### config.mk
export PLATFORM = sky130hd
export DESIGN_NAME = peg_lane
export DESIGN_NICKNAME = d
export VERILOG_FILES = /design/src/design/peg_pkg.sv /design/src/design/peg_lane.sv
export SDC_FILE = /design/constraint.sdc
export NUM_CORES = 1
export LEC_CHECK = 0
export BUFFER_PORTS_ARGS = -buffer_cell sky130_fd_sc_hd__buf_2
export CORE_AREA = 2 2 218 220
export DETAILED_ROUTE_END_ITERATION = 10
export DIE_AREA = 0 0 220 222
export SYNTH_ARGS = -nofsm -noshare
export SYNTH_HDL_FRONTEND = slang
export SYNTH_SLANG_ARGS = --single-unit
### constraint.sdc
create_clock -name aclk -period 7.64 [get_ports aclk]
set_input_delay 0 -clock aclk [delete_from_list [all_inputs] [get_ports aclk]]
set_output_delay 0 -clock aclk [all_outputs]
set_load 0.05 [all_outputs]
### src/design/peg_pkg.sv
// Shared types and constants for the piano envelope generator.
package peg_pkg;

    // Field widths
    localparam int TIME_W  = 24;
    localparam int SLOPE_W = 31;
    localparam int GAIN_W  = 32;
    localparam int FRAC_W  = 30;
    localparam int IDX_W   = 3;
    localparam int CFG_W   = 31;

    localparam logic [TIME_W-1:0] TIME_MAX = '1;
    localparam logic signed [GAIN_W-1:0] GAIN_ONE = 32'sh4000_0000;

    // Pedal timing in samples
    localparam logic [TIME_W-1:0] PEDAL_HOLD_SAMPLES   = 24'd1440000;
    localparam logic [TIME_W-1:0] PEDAL_REWIND_SAMPLES = 24'd14400;

    // Register indexes
    typedef enum logic [IDX_W-1:0] {
        REG_ATTACK_SAMPLES  = 3'd0,
        REG_ATTACK_SLOPE    = 3'd1,
        REG_RELEASE_SAMPLES = 3'd2,
        REG_RELEASE_SLOPE   = 3'd3,
        REG_DURATION        = 3'd4,
        REG_DECAY_START     = 3'd5,
        REG_DECAY_STEP      = 3'd6,
        REG_PEDAL_DECAY     = 3'd7
    } cfg_idx_t;

    typedef struct packed {
        logic [TIME_W-1:0]  attack_samples;
        logic [SLOPE_W-1:0] attack_slope;
        logic [TIME_W-1:0]  release_samples;
        logic [SLOPE_W-1:0] release_slope;
        logic [TIME_W-1:0]  duration_samples;
        logic [TIME_W-1:0]  decay_start_samples;
        logic [SLOPE_W-1:0] decay_step;
        logic [SLOPE_W-1:0] pedal_decay_step;
    } cfg_t;

    localparam cfg_t CFG_RESET = '{
        attack_samples:      24'd480,
        attack_slope:        31'd2236962,
        release_samples:     24'd48,
        release_slope:       31'd22369621,
        duration_samples:    24'd4800,
        decay_start_samples: 24'd48000,
        decay_step:          31'd5592,
        pedal_decay_step:    31'd447
    };

    // Which envelope segment sets the gain
    typedef enum logic [1:0] {
        SEG_FLAT    = 2'd0,
        SEG_ATTACK  = 2'd1,
        SEG_RELEASE = 2'd2,
        SEG_DECAY   = 2'd3
    } seg_t;

    // Step strobes from the sequencer to the envelope unit
    typedef struct packed {
        logic load;   // item accepted: start and pedal handling
        logic mul;    // segment select and ramp multiply
        logic gain;   // gain resolve and time advance
    } gain_ctl_t;

endpackage

### src/design/peg_lane.sv
// One channel lane: sample times gain, shift and saturate.
module peg_lane #(
    parameter int SAMPLE_BITS = 16
) (
    input  logic                                aclk,
    input  logic                                mul_en,
    input  logic signed [SAMPLE_BITS-1:0]       sample_in,
    input  logic signed [peg_pkg::GAIN_W-1:0]   gain,
    output logic signed [SAMPLE_BITS-1:0]       sample_out
);

    localparam int PW = SAMPLE_BITS + peg_pkg::GAIN_W;
    localparam int SW = PW - peg_pkg::FRAC_W;

    localparam logic signed [SW-1:0] SAT_HI = SW'((64'sd1 <<< (SAMPLE_BITS - 1)) - 1);
    localparam logic signed [SW-1:0] SAT_LO = -SAT_HI - SW'(1);

    logic signed [PW-1:0] prod_reg;
    logic signed [SW-1:0] shifted;

    // Registered product
    always_ff @(posedge aclk) begin
        if (mul_en) begin
            prod_reg <= PW'(sample_in) * PW'(gain);
        end
    end

    // Arithmetic shift then clip to the sample range
    always_comb begin
        shifted = prod_reg[PW-1:peg_pkg::FRAC_W];
        if (shifted > SAT_HI)      sample_out = SAT_HI[SAMPLE_BITS-1:0];
        else if (shifted < SAT_LO) sample_out = SAT_LO[SAMPLE_BITS-1:0];
        else                       sample_out = shifted[SAMPLE_BITS-1:0];
    end

endmodule

Word level (Yosys, flattened, before mapping)
Cells that the tools add are included.
{"block": "totals", "input_bits": 50, "ff_bits": 48, "latch_bits": 0, "out_inout_bits": 16, "rom_bits": 0, "word_cells": 6, "memories": 0, "ram_bits": 0}
{"block": "classes", "addsub": 0, "n_div": 0, "n_bitwise": 0, "n_eq_ne": 0, "reduce_logical": 0, "n_mux": 2, "multipliers": 1, "n_shift": 0, "order_cmp": 2}
{"operator": "multiplier 16 x 32 -> 48 bit", "count": 1}
{"operator": "two-way mux 16 bit", "count": 2}
{"operator": "greater-than comparator 18 x 16 -> 1 bit (second input constant)", "count": 1}
{"operator": "less-than comparator 18 x 16 -> 1 bit (second input constant)", "count": 1}

Depth between registers and ports, before layout
{"block": "logic_depth", "word_depth": 3, "mapped_depth": 25, "ltp_nobuf": 23}

Worst setup path before layout
No wires, ideal clock.
{"block": "synth_timing", "path_type": "input to register", "from": "in gain[31] in the netlist's numbering", "to": "reg prod_reg[47] (data pin)", "setup_ns": 0.268, "slack_ns": 1.876, "t_required_ns": 7.372, "n_path_buf": 2, "arrival_ns": 5.495, "cell_stages": 23, "cell_sequence": "clkbuf_1 -> nand2_1 -> inv_1 -> fa_1 -> inv_1 -> fa_1 -> inv_1 -> fa_1 -> fa_1 -> fa_1 -> inv_1 -> fa_1 -> inv_1 -> ha_1 -> buf_2 -> and3_1 -> and4_1 -> o2111ai_1 -> a2bb2oi_1 -> a21boi_4 -> o311ai_4 -> a2111oi_1 -> nor3b_1"}
{"block": "synth_via", "elab_chain_cells": 1}
{"element": "start, declared", "line_no": "peg_lane.sv:8", "source": "input logic signed [peg_pkg::GAIN_W-1:0] gain,"}
{"element": "multiplier 16 x 32 -> 48 bit", "line_no": "peg_lane.sv:24", "source": "prod_reg <= PW'(sample_in) * PW'(gain);"}
{"element": "end signal, assigned", "line_no": "peg_lane.sv:24"}
{"element": "end, declared", "line_no": "peg_lane.sv:18", "source": "logic signed [PW-1:0] prod_reg;"}
No other way between the ends.
A chain may end at the register's enable or synchronous reset.

Worst setup path after layout
{"block": "layout_timing", "from": "in sample_in[11]", "to": "reg prod_reg[47] (data pin)"}
{"block": "layout_via", "elab_chain_cells": 1}
{"element": "start, declared", "line_no": "peg_lane.sv:7", "source": "input logic signed [SAMPLE_BITS-1:0] sample_in,"}
{"element": "multiplier 16 x 32 -> 48 bit", "line_no": "peg_lane.sv:24"}
No other way between the ends.

==> results.toml <==
[status]
outcome = "finished clean"

[cts]
cts_htree_levels = 1
clk_pin_slew_ns = 0.05
ctsResizeCount = 0
clk_path_buf_depth = 2
cts_setup_buffers = 0
cts_hold_buf = 0
cts_tree = "yes"
cts_buffers = 3
cts.sinks = 18
cts_root_buf = "clkbuf_16"

[final_layout]
syn2layout_area_growth_pct = 4.71
largest_reg_flops = 18
final_common_cell = "inv_1"
finish.instance_area_mm2 = 0.0192
layout_common_cells = "inv_1, fa_1, nand2_1"
nets = 2710
drive_above_1_share_pct = 4.03
nFillCells = 4622

[route]
wire_per_inst_um = 17.2
drt_iter0_drc = 671
first_pass_iters = 7
vias = 13213
drc = 0
wl_um = 45900
ant_nets = 0
via_per_inst = 4.95

[global_route]
grt_pass1_wl_um = 77600
grt_usage_pct = 20.2
grt_pass1_vias = 14944
grt_overflow = 0
grt_max_degree = 33
antenna_found_initial = 0

[job]
cap_violations = 0

[synth]
synth_edf_count = 18
avgSynthCellArea_um2 = 8.82
yosysSeqAreaShare_pct = 2.95
ys_ff_latch = 18
yosys_warnings = 0
synthCells = 2079
ys_top_cells_by_area = "fa_1, inv_1, ha_1, and2_1, nand2_1"
ys_types = 56
synth_area_mm2 = 0.0183
synthArstFlopShare_pct = 0
yosysTopAreaCell = "fa_1"
synth_flop_cell = "edfxtp_1"
synth_nets = 2725
yosysTopAreaCellShare_pct = 53.0

[setup_path]
cp.arrival_ns = 6.72
crit_required_ns = 7.62
end_kind = "flop"
startpoint = "sample_in[11]"
critPathKind = "primary input to flop"
critPathLaunchType = "primary input"
path_max_fanout = 32

[timing]
rsz0062_at_grt = "false"
setup_viol = 0
final_max_slew_viol_count = 0
post-route-period-util_pct = 88.2
finalCriticalPeriod_ns = 6.74
tightest_slew_ns = 0.925
max_freq_mhz = 148
holdWs_ns = 0.217
slew_headroom_pct = 38.3
hold_violations = 0
timing.setup.tns_ns = 0
finalWorstSetupSlack_ns = 0.899

[die]
die_x_um = 220
io_pins = 66
die_h_um = 222
start_util_pct = 39.6
die-area_mm2 = 0.0488
row_count = 79
core_mm2 = 0.0463

[hold_path]
hp-start = "mul_en"
holdPathStages = 1
hold_path_class = "primary input to flop"

[placement]
hpwl_um = 36900
port_buffers = 65
place_area_mm2 = 0.0191
gp_congestion = 0.840
pre_cts_ws_ns = 0.649
metal layers:
metal	track usage, %	vias to the layer above	part of all wire, %
met5	0	-	0
met4	3.42	0	1.9
met3	1.32	55	3.9
met2	37.7	264	53
met1	25.8	6920	42
li1	-	5974	-
synth_stat cells (2+ instances only):
master	n
or2_2	2
xnor2_1	20
o21bai_1	7
nor3b_1	2
nor4_1	4
nand4_1	8
a21o_1	15
o21ai_0	15
o211ai_1	3
inv_1	559
and4_1	4
o22ai_1	2
nand2_1	306
a21oi_1	55
o2111ai_1	2
a311o_1	3
o221a_2	2
fa_1	485
and3_1	5
xor2_1	2
nor3_1	7
and2_1	206
o21a_1	4
nand3_1	9
a211o_1	3
edfxtp_1	18
a31oi_1	5
clkbuf_1	88
ha_1	111
a221o_1	3
nor2_1	91
a211oi_1	4
nor2b_1	4
nand2b_1	3
final cells by class:
class	count	area (um2)	area share, %
Multi-Input combinational cell	1412	15400	80.0
Inverter	559	2100	10.9
Tap cell	607	759	3.96
Sequential cell	18	541	2.82
Timing Repair Buffer	70	363	1.89
Clock buffer	3	75.1	0.391
Antenna cell	2	5.00	0.0261
through the flow:
step / util [%] / cells
CTS: 41.5 / 2669
finish: 41.5 / 2671
global placement: 41.3 / 2666
detailed placement: 41.3 / 2666
floorplan: - / 2079
global route: 41.5 / 2669
final timing paths:
check and to:
max prod_reg[47]$_DFFE_PP_, min prod_reg[45]$_DFFE_PP_
kinds of logic after synthesis:
group,Yosys count,share of synthesized area [%]
fa+ha+maj,596,60.5
buf+inv,649,13.3
xor+xnor,22,1.05
simple gates,653,16.8
flops,18,2.95
compound gates,140,5.26
mux,1,0.0546
worst max-delay path, cell delays in order:
cell	delay, ns
buf_2	0.68
nand2_1	0.20
fa_1	0.56
inv_1	0.06
fa_1	0.46
fa_1	0.55
fa_1	0.46
fa_1	0.49
inv_1	0.05
fa_1	0.49
inv_1	0.05
ha_1	0.30
a211o_1	0.27
a21oi_1	0.26
nor4b_1	0.56
o21ai_0	0.25
a21boi_4	0.35
o311ai_4	0.16
a2111oi_1	0.39
nor3b_1	0.09
Power is left out: the tool's default activity adds up to more than one toggle a clock period on the data nets, which glitch-free logic cannot reach.
