==> src/design/peg_pkg.sv <==
// Shared types and constants for the piano envelope generator.
package peg_pkg;

    // Field widths
    localparam int TIME_W  = 24;
    localparam int SLOPE_W = 31;
    localparam int GAIN_W  = 32;
    localparam int FRAC_W  = 30;
    localparam int IDX_W   = 3;
    localparam int CFG_W   = 31;

    localparam logic [TIME_W-1:0] TIME_MAX = '1;
    localparam logic signed [GAIN_W-1:0] GAIN_ONE = 32'sh4000_0000;

    // Pedal timing in samples
    localparam logic [TIME_W-1:0] PEDAL_HOLD_SAMPLES   = 24'd1440000;
    localparam logic [TIME_W-1:0] PEDAL_REWIND_SAMPLES = 24'd14400;

    // Register indexes
    typedef enum logic [IDX_W-1:0] {
        REG_ATTACK_SAMPLES  = 3'd0,
        REG_ATTACK_SLOPE    = 3'd1,
        REG_RELEASE_SAMPLES = 3'd2,
        REG_RELEASE_SLOPE   = 3'd3,
        REG_DURATION        = 3'd4,
        REG_DECAY_START     = 3'd5,
        REG_DECAY_STEP      = 3'd6,
        REG_PEDAL_DECAY     = 3'd7
    } cfg_idx_t;

    typedef struct packed {
        logic [TIME_W-1:0]  attack_samples;
        logic [SLOPE_W-1:0] attack_slope;
        logic [TIME_W-1:0]  release_samples;
        logic [SLOPE_W-1:0] release_slope;
        logic [TIME_W-1:0]  duration_samples;
        logic [TIME_W-1:0]  decay_start_samples;
        logic [SLOPE_W-1:0] decay_step;
        logic [SLOPE_W-1:0] pedal_decay_step;
    } cfg_t;

    localparam cfg_t CFG_RESET = '{
        attack_samples:      24'd480,
        attack_slope:        31'd2236962,
        release_samples:     24'd48,
        release_slope:       31'd22369621,
        duration_samples:    24'd4800,
        decay_start_samples: 24'd48000,
        decay_step:          31'd5592,
        pedal_decay_step:    31'd447
    };

    // Which envelope segment sets the gain
    typedef enum logic [1:0] {
        SEG_FLAT    = 2'd0,
        SEG_ATTACK  = 2'd1,
        SEG_RELEASE = 2'd2,
        SEG_DECAY   = 2'd3
    } seg_t;

    // Step strobes from the sequencer to the envelope unit
    typedef struct packed {
        logic load;   // item accepted: start and pedal handling
        logic mul;    // segment select and ramp multiply
        logic gain;   // gain resolve and time advance
    } gain_ctl_t;

endpackage

==> src/design/peg_gain.sv <==
// Envelope state and gain computation for the piano envelope generator.
module peg_gain (
    input  logic                                aclk,
    input  logic                                aresetn,
    input  peg_pkg::gain_ctl_t                  ctl,
    input  logic                                start_req,
    input  logic                                pedal_held,
    input  peg_pkg::cfg_t                       cfg,
    output logic signed [peg_pkg::GAIN_W-1:0]   gain,
    output logic                                active
);

    localparam int TW = peg_pkg::TIME_W;
    localparam int GW = peg_pkg::GAIN_W;
    localparam int PW = peg_pkg::TIME_W + peg_pkg::SLOPE_W;

    logic [TW-1:0]          elapsed_reg, elapsed_next;
    logic [TW-1:0]          dur_reg, dur_next;
    logic                   latched_reg, latched_next;
    logic signed [GW-1:0]   last_gain_reg, last_gain_next;
    logic [peg_pkg::SLOPE_W-1:0] decay_reg;
    logic [PW-1:0]          prod_reg;
    peg_pkg::seg_t          seg_reg, seg_next;
    logic                   ended_reg;
    logic signed [GW-1:0]   gain_reg, gain_val;
    logic                   active_reg;

    logic [TW-1:0]          dur_start, el_start;
    logic [TW:0]            t_plus_rel;
    logic                   in_att, in_rel, in_dec, before_end;
    logic [TW-1:0]          mul_a;
    logic [peg_pkg::SLOPE_W-1:0] mul_b;
    logic signed [GW-1:0]   decay_s;

    // Start and pedal handling at item load
    always_comb begin
        dur_start    = start_req ? cfg.duration_samples : dur_reg;
        el_start     = start_req ? '0 : elapsed_reg;
        dur_next     = dur_start;
        elapsed_next = el_start;
        latched_next = latched_reg;
        if (pedal_held) begin
            dur_next     = peg_pkg::PEDAL_HOLD_SAMPLES;
            latched_next = 1'b1;
        end else if (latched_reg) begin
            // rewind to shortly before the end, floor at zero
            elapsed_next = (dur_start < peg_pkg::PEDAL_REWIND_SAMPLES) ? '0 :
                           dur_start - peg_pkg::PEDAL_REWIND_SAMPLES;
            latched_next = 1'b0;
        end
    end

    // Segment select and ramp operands
    always_comb begin
        t_plus_rel = {1'b0, elapsed_reg} + {1'b0, cfg.release_samples};
        before_end = elapsed_reg < dur_reg;
        in_att     = elapsed_reg < cfg.attack_samples;
        in_rel     = (t_plus_rel > {1'b0, dur_reg}) && before_end;
        in_dec     = (elapsed_reg > cfg.decay_start_samples) && before_end;
        if (in_att)      seg_next = peg_pkg::SEG_ATTACK;
        else if (in_rel) seg_next = peg_pkg::SEG_RELEASE;
        else if (in_dec) seg_next = peg_pkg::SEG_DECAY;
        else             seg_next = peg_pkg::SEG_FLAT;
        // release offset is below release_samples, so it fits the time width
        mul_a = in_att ? elapsed_reg : TW'(t_plus_rel - {1'b0, dur_reg});
        mul_b = in_att ? cfg.attack_slope : cfg.release_slope;
    end

    // Gain resolve
    always_comb begin
        decay_s = GW'($signed({1'b0, decay_reg}));
        case (seg_reg)
            peg_pkg::SEG_ATTACK: begin
                gain_val = (prod_reg > PW'(peg_pkg::GAIN_ONE)) ? peg_pkg::GAIN_ONE :
                           $signed(GW'(prod_reg));
            end
            peg_pkg::SEG_RELEASE: begin
                gain_val = (prod_reg >= PW'(peg_pkg::GAIN_ONE)) ? '0 :
                           peg_pkg::GAIN_ONE - $signed(GW'(prod_reg));
            end
            peg_pkg::SEG_DECAY: begin
                gain_val = last_gain_reg[GW-1] ? last_gain_reg + decay_s :
                           last_gain_reg - decay_s;
            end
            default: begin
                gain_val = peg_pkg::GAIN_ONE;
            end
        endcase
        last_gain_next = ended_reg ? last_gain_reg : gain_val;
    end

    // Envelope state
    always_ff @(posedge aclk) begin
        if (!aresetn) begin
            elapsed_reg   <= '0;
            dur_reg       <= '0;
            latched_reg   <= 1'b0;
            last_gain_reg <= '0;
            active_reg    <= 1'b0;
        end else begin
            if (ctl.load) begin
                elapsed_reg <= elapsed_next;
                dur_reg     <= dur_next;
                latched_reg <= latched_next;
            end
            if (ctl.gain) begin
                last_gain_reg <= last_gain_next;
                active_reg    <= !ended_reg;
                if (!ended_reg && elapsed_reg != peg_pkg::TIME_MAX) begin
                    elapsed_reg <= elapsed_reg + 1'b1;
                end
            end
        end
    end

    // Datapath registers
    always_ff @(posedge aclk) begin
        if (ctl.load) begin
            decay_reg <= pedal_held ? cfg.pedal_decay_step : cfg.decay_step;
        end
        if (ctl.mul) begin
            prod_reg  <= PW'(mul_a) * PW'(mul_b);
            seg_reg   <= seg_next;
            ended_reg <= !before_end;
        end
        if (ctl.gain) begin
            gain_reg <= ended_reg ? '0 : gain_val;
        end
    end

    assign gain   = gain_reg;
    assign active = active_reg;

endmodule

==> config.mk <==
export PLATFORM = sky130hd
export DESIGN_NAME = peg_gain
export DESIGN_NICKNAME = d
export VERILOG_FILES = /design/src/design/peg_pkg.sv /design/src/design/peg_gain.sv
export SDC_FILE = /design/constraint.sdc
export NUM_CORES = 2
export LEC_CHECK = 0
export BUFFER_PORTS_ARGS = -buffer_cell sky130_fd_sc_hd__buf_4
export CORE_UTILIZATION = 50
export CTS_CLUSTER_SIZE = 28
export DETAILED_ROUTE_END_ITERATION = 10
export PLACE_DENSITY = 0.68
export SLEW_MARGIN = 10
export SYNTH_ARGS = -nofsm -noshare
export SYNTH_HDL_FRONTEND = slang
export SYNTH_SLANG_ARGS = --single-unit
==> constraint.sdc <==
create_clock -name aclk -period 21 [get_ports aclk]
set_input_delay 5.25 -clock aclk [delete_from_list [all_inputs] [get_ports aclk]]
set_output_delay 5.25 -clock aclk [all_outputs]
set_load 0.005 [all_outputs]
# [Word-level counts from Yosys, hierarchy flattened]
# Index checks and enable logic that the tools add are counted.
[totals] ff_bits=203 inputBits=227 output_inout_bits=33 wordCells=55
[op_classes] n_addsub=7 n_mul=1 magnitude_cmp=7 n_eq_ne=4 muxes=19 bitwise_logic=1 n_reduce_logical=6
[ops] cell="$mux 24" count=10
[ops] cell="$mux 32" count=3
[ops] cell="$pmux 32 s3" count=1
[ops] cell="$mux 31" count=2
[ops] cell="$ge 55x31->1 const B" count=1
[ops] cell="$gt 55x31->1 const B" count=1
[ops] cell="$mul 24x31->55" count=1
[ops] cell="$lt 24x24->1" count=2
[ops] cell="$add 32x32->32" count=1
[ops] cell="$sub 31x32->32 const A" count=1
[ops] cell="$sub 32x32->32" count=1
[ops] cell="$add 24x24->25" count=1
[ops] cell="$gt 25x24->1" count=1
[ops] cell="$add 24x1->24 const B" count=1
[ops] cell="$gt 24x24->1" count=1
[ops] cell="$lt 24x14->1 const B" count=1
[ops] cell="$ne 24x24->1 const B" count=1
[ops] cell="$sub 24x14->24 const B" count=1
[ops] cell="$sub 24x24->24" count=1
[ops] cell="$eq 2x2->1 const B" count=2
[ops] cell="$mux 2" count=2
[ops] cell="$logic_and 1x1->1" count=3
[ops] cell="$eq 2x1->1 const B" count=1
[ops] cell="$logic_not 1->1" count=2
[ops] cell="3 further kinds" count=3

# [Depth between registers and ports, before layout]
[depth] depth_word=8 depth_mapped=45 ltp_nobuf=42

# [Least setup slack after synthesis]
# Ideal clock, no wire load.
[synth_timing] path_kind="in2reg" from="in cfg[141] (netlist bit)" to="reg prod_reg[51] (data pin)" setup_time_ps=274 arrival_ps=14567 required_ps=20726 slack_ps=6159 stages=41 n_path_buf=3 path_cell_list="ha_1 > fa_1 > a21o_1 > a21oi_1 > o21a_1 > nor4_1 > o31ai_1 > nand2b_1 > xor2_1 > ha_1 > a21oi_1 > o21bai_1 > a21o_1 > or2_2 > o2111ai_1 > o21bai_1 > mux2i_1 > clkbuf_1 > [5 not listed] > fa_1 > fa_1 > fa_1 > inv_1 > fa_1 > inv_1 > ha_1 > clkbuf_1 > nand2_1 > o21ai_0 > a31oi_1 > o21ai_0 > a41o_1 > o21ai_0 > and3_1 > clkbuf_1 > o41ai_1 > xor2_1"
[synth_between] elab_chain_len=4
[synth_lines] element="start: declaration" line="peg_gain.sv:8" rtl="input peg_pkg::cfg_t cfg,"
[synth_lines] element="$add 24x24->25" line="peg_gain.sv:55" rtl="t_plus_rel = {1'b0, elapsed_reg} + {1'b0, cfg.release_samples};"
[synth_lines] element="$sub 24x24->24" line="peg_gain.sv:65" rtl="mul_a = in_att ? elapsed_reg : TW'(t_plus_rel - {1'b0, dur_reg});"
[synth_lines] element="$mux 24" line="peg_gain.sv:65"
[synth_lines] element="$mul 24x31->55" line="peg_gain.sv:122" rtl="prod_reg <= PW'(mul_a) * PW'(mul_b);"
[synth_lines] element="end signal: assignment" line="peg_gain.sv:122"
[synth_lines] element="end: declaration" line="peg_gain.sv:22" rtl="logic [PW-1:0] prod_reg;"
# No other way between the ends.
# A chain may end at the register's enable or synchronous reset.

# [Worst setup path after layout]
[layout_timing] from="in cfg[142] (netlist bit)" to="reg prod_reg[48] (data pin)"
# The elaborated chain is that of the path after synthesis.

==> impl_results.md <==
* WL per Instance at 23.12 um
* Worst R2R Start: elapsed_reg[1]
* Antenna violations before repair at 6
* Chip height at 290.9 um
* Crit Path Class: in2reg
* Worst reg2reg path depth at 40
* # Max-Cap Violations at 0
* Avg Synthesized Cell Area at 8.384 um^2
* Gpl congestion at a little under 1
* Post-route ant nets at 0
* Max Root-Sink Buffers at 3
* Layout cells sized above 1 at 0.08901
* Register-to-Register Setup Slack at 9.28 ns
* Crit path required time at 21.26 ns
* Mux contribution to synthesized area at 0.01646
* Worst Skew at 0.008395 ns
* Fraction of the mapped netlist area in simple logic gates at 0.1647
* Outcome: finished clean
* CTS tree: done
* Setup bufs post-CTS at 0
* Final hold violation count at 0
* Synth Area in Compound Gates at 0.1538
* Fin area at about 0.045 mm^2
* Nets at 6218
* Seq/Total Area, Yosys at 0.1264
* Synth cell types at around 80
* Post-Route WL at 141200 um
* Fillers at between 7000 and 8000
* Arr. time, crit path at approximately 16 ns
* Clock Pin Slew Worst Setup and Hold Paths at 0.07 ns
* Tmin final at 15.86 ns
* Detailed-route DRC error count at 0
* Leakage at 21.80 nW
* Placed cell areas at 0.04445 mm^2
* DR vias/cell at about 6.1
* Hold crit path type: reg2reg
* Fin crit share at 0.7551
* GRT overflow at 0
* Root Driver: clkbuf_16
* Cell count after synthesis at 4977
* Hold Path Depth at 2
* Largest net degree at the start of global routing at 73
* Synth async-reset ratio at 0
* PortBufs at approximately 260
* DIE AREA at 0.08461 mm^2
* Setup violations, final at 0
* Inserted Clock Buffers at 22
* CTS Hold Bufs at 0
* Number of synthesized flops with an enable pin at about 120
* Max FFs per register at 55
* Slowest CP cell: o311ai_0
* Largest family of logic cells by synthesized area: adder cells
* Maximum vdd drop at roughly 0.047 mV
* CP endpoint kind: flip-flop
* First-pass GRT wire length at 217600 um
* Hold endpoint: latched_reg
* Setup total negative slack at 0 ns
* Top fanout value on the critical path at 31
* R2r endpoint: prod_reg[48]
* Syn nets at 6177
* Main synth FF type: edfxtp_1
* RSZ-0062 raised after global routing: false
* Starting Density at 0.5066
* Slew HR at 0.2080
* Pwr/cell area at 37.94 mW/mm^2
* Max Clk Rate at 63.06 MHz
* Post-synthesis adder-cell area fraction at 0.4067
* CTS Sinks at 203
* Worst-Skew Late Latency at 0.52 ns
* Die Span X at 290.9 um
* Worst stage delay on the critical path at 0.78 ns
* Pre-Repair DR Iteration Count at 6
* Post-DP HPWL at 111300 um
* Core area at 0.08237 mm^2
* I/O Pins at 260
* Critical path's most frequent cell: fa_1
* Hold path start: latched_reg
* Final Core Density at 0.5494
* Initial DRC Count at between 3000 and 4000
* # rows at 105
* Synth Area in XOR/XNOR at 0.03316
* YS warnings at 0
* Worst Setup SP: cfg[142]
* CP startpoint kind: input port
* Least-Margin Pin Slew at 1.177 ns
* H-tree lvl count at 1
* Via count at around 37000
* Post-cts repair resize count at 0
* Synthesized area at 0.04173 mm^2
* Vias in the first global route at 36650
* Max-slew violations at 0
* Total track usage at 0.3326
* Area Growth Syn to Fin at 8.453%
* Seq cells post-synth at approximately 200
==> cell families (layout without fill, tap and decap cells) <==
| group | after synthesis | in the layout |
|---|---|---|
| compound gates | 978 | 978 |
| xor+xnor | 158 | 158 |
| fa+ha+maj | 973 | 973 |
| simple gates | 1507 | 1507 |
| flops | 203 | 203 |
| mux | 64 | 64 |
| other cells | 0 | 4 |
| buf+inv | 1094 | 1150 |
==> cells in the final DEF, fill, tap and decap left out, types with 37 or more instances in the layout <==
cell,count
nand3_1,128
and2_1,92
edfxtp_1,121
buf_4,312
dfxtp_1,81
xor2_1,66
a22oi_1,116
nor3_1,109
inv_1,799
fa_1,639
mux2_2,37
a21o_1,97
nor2_1,354
a21oi_1,248
ha_1,333
o21ai_0,174
xnor2_1,90
nand2_1,594
==> report_power, final <==
group	internal (mW)	switching (mW)	leakage [nW]
Combinational	0.281	0.500	19.5
Sequential	0.472	0.0321	1.89
Clock	0.262	0.170	0.382
==> stage by stage <==
| stage | power, mW | setup slack [ns] | hold slack [ns] | instances |
|---|---|---|---|---|
| floorplan | 1.000 | 6.159 | 0.4520 | 4977 |
| global placement | 1.261 | 5.026 | 0.4666 | 6064 |
| detailed placement | 1.271 | 4.812 | 0.4784 | 6064 |
| CTS | 1.705 | 5.332 | 0.4950 | 6103 |
| global route | 1.809 | 4.577 | 0.5152 | 6104 |
| finish | 1.717 | 5.143 | 0.4928 | 6107 |
==> routing by layer <==
layer	wire [um]	part of all wire	GRT usage	vias to the layer above
li1	-	-	-	16472
met1	56050	0.40	0.4509	18045
met2	62640	0.44	0.5234	2201
met3	15270	0.11	0.05994	359
met4	7186	0.051	0.1413	4
met5	31	0.00022	0	-
==> synthesized netlist by cell type (18+ instances only) <==
library cell	count	area, um^2
edfxtp_1	121	3633
and3_1	33	206.5
and2_1	88	550.5
nand3_1	128	640.6
nand4_1	33	206.5
inv_1	799	2999
o21bai_1	29	217.7
a211oi_1	28	210.2
nand2_1	595	2233
a22o_1	25	219.0
nand2b_1	24	150.1
nor3_1	109	545.5
mux2i_1	27	270.3
fa_1	639	12790
a21o_1	97	728.2
dfxtp_1	82	1642
buf_1	18	67.56
mux2_2	37	416.7
nor4_1	19	118.9
nor3b_1	30	225.2
ha_1	334	4179
nor2_1	355	1333
clkbuf_1	273	1025
o22ai_1	24	150.1
a21oi_1	255	1276
a31oi_1	36	225.2
o2111ai_1	20	175.2
xor2_1	67	586.8
o21a_1	29	217.7
nand3b_1	18	135.1
o21ai_0	177	885.9
xnor2_1	91	797.0
nor2b_1	23	143.9
a22oi_1	116	870.8
==> worst max-delay path by stage <==
| stage | to | slack (ns) | cells after the start |
|---|---|---|---|
| 6_report | prod_reg[48] | 5.14 | 41 |
| 5_1_grt | prod_reg[54] | 4.58 | 40 |
| 4_1_cts | prod_reg[48] | 5.33 | 41 |
| 3_5_place_dp | prod_reg[48] | 4.81 | 41 |
| 3_3_place_gp | prod_reg[52] | 5.03 | 41 |
| 2_1_floorplan | prod_reg[51] | 6.16 | 41 |
==> critical path, delay by kind of cell <==
kind | cells | cell delay [ns]
fa+ha+maj | 10 | 4.38
compound gates | 16 | 3.95
simple gates | 4 | 1.04
buf+inv | 8 | 0.92
xor+xnor | 3 | 0.50
==> layout make-up <==
cell class | instances | area, um^2 | share of cell area
multi-input cells | 3680 | 32500 | 0.7181
flip-flops and latches | 203 | 5276 | 0.1166
inverters | 799 | 2999 | 0.06627
repair buffers | 312 | 2342 | 0.05176
well taps | 1070 | 1339 | 0.02958
clock buffers | 24 | 579.3 | 0.01280
clock inverters | 15 | 211.5 | 0.004673
diodes | 4 | 10.01 | 0.0002212
(Power assumes the default switching activity.)
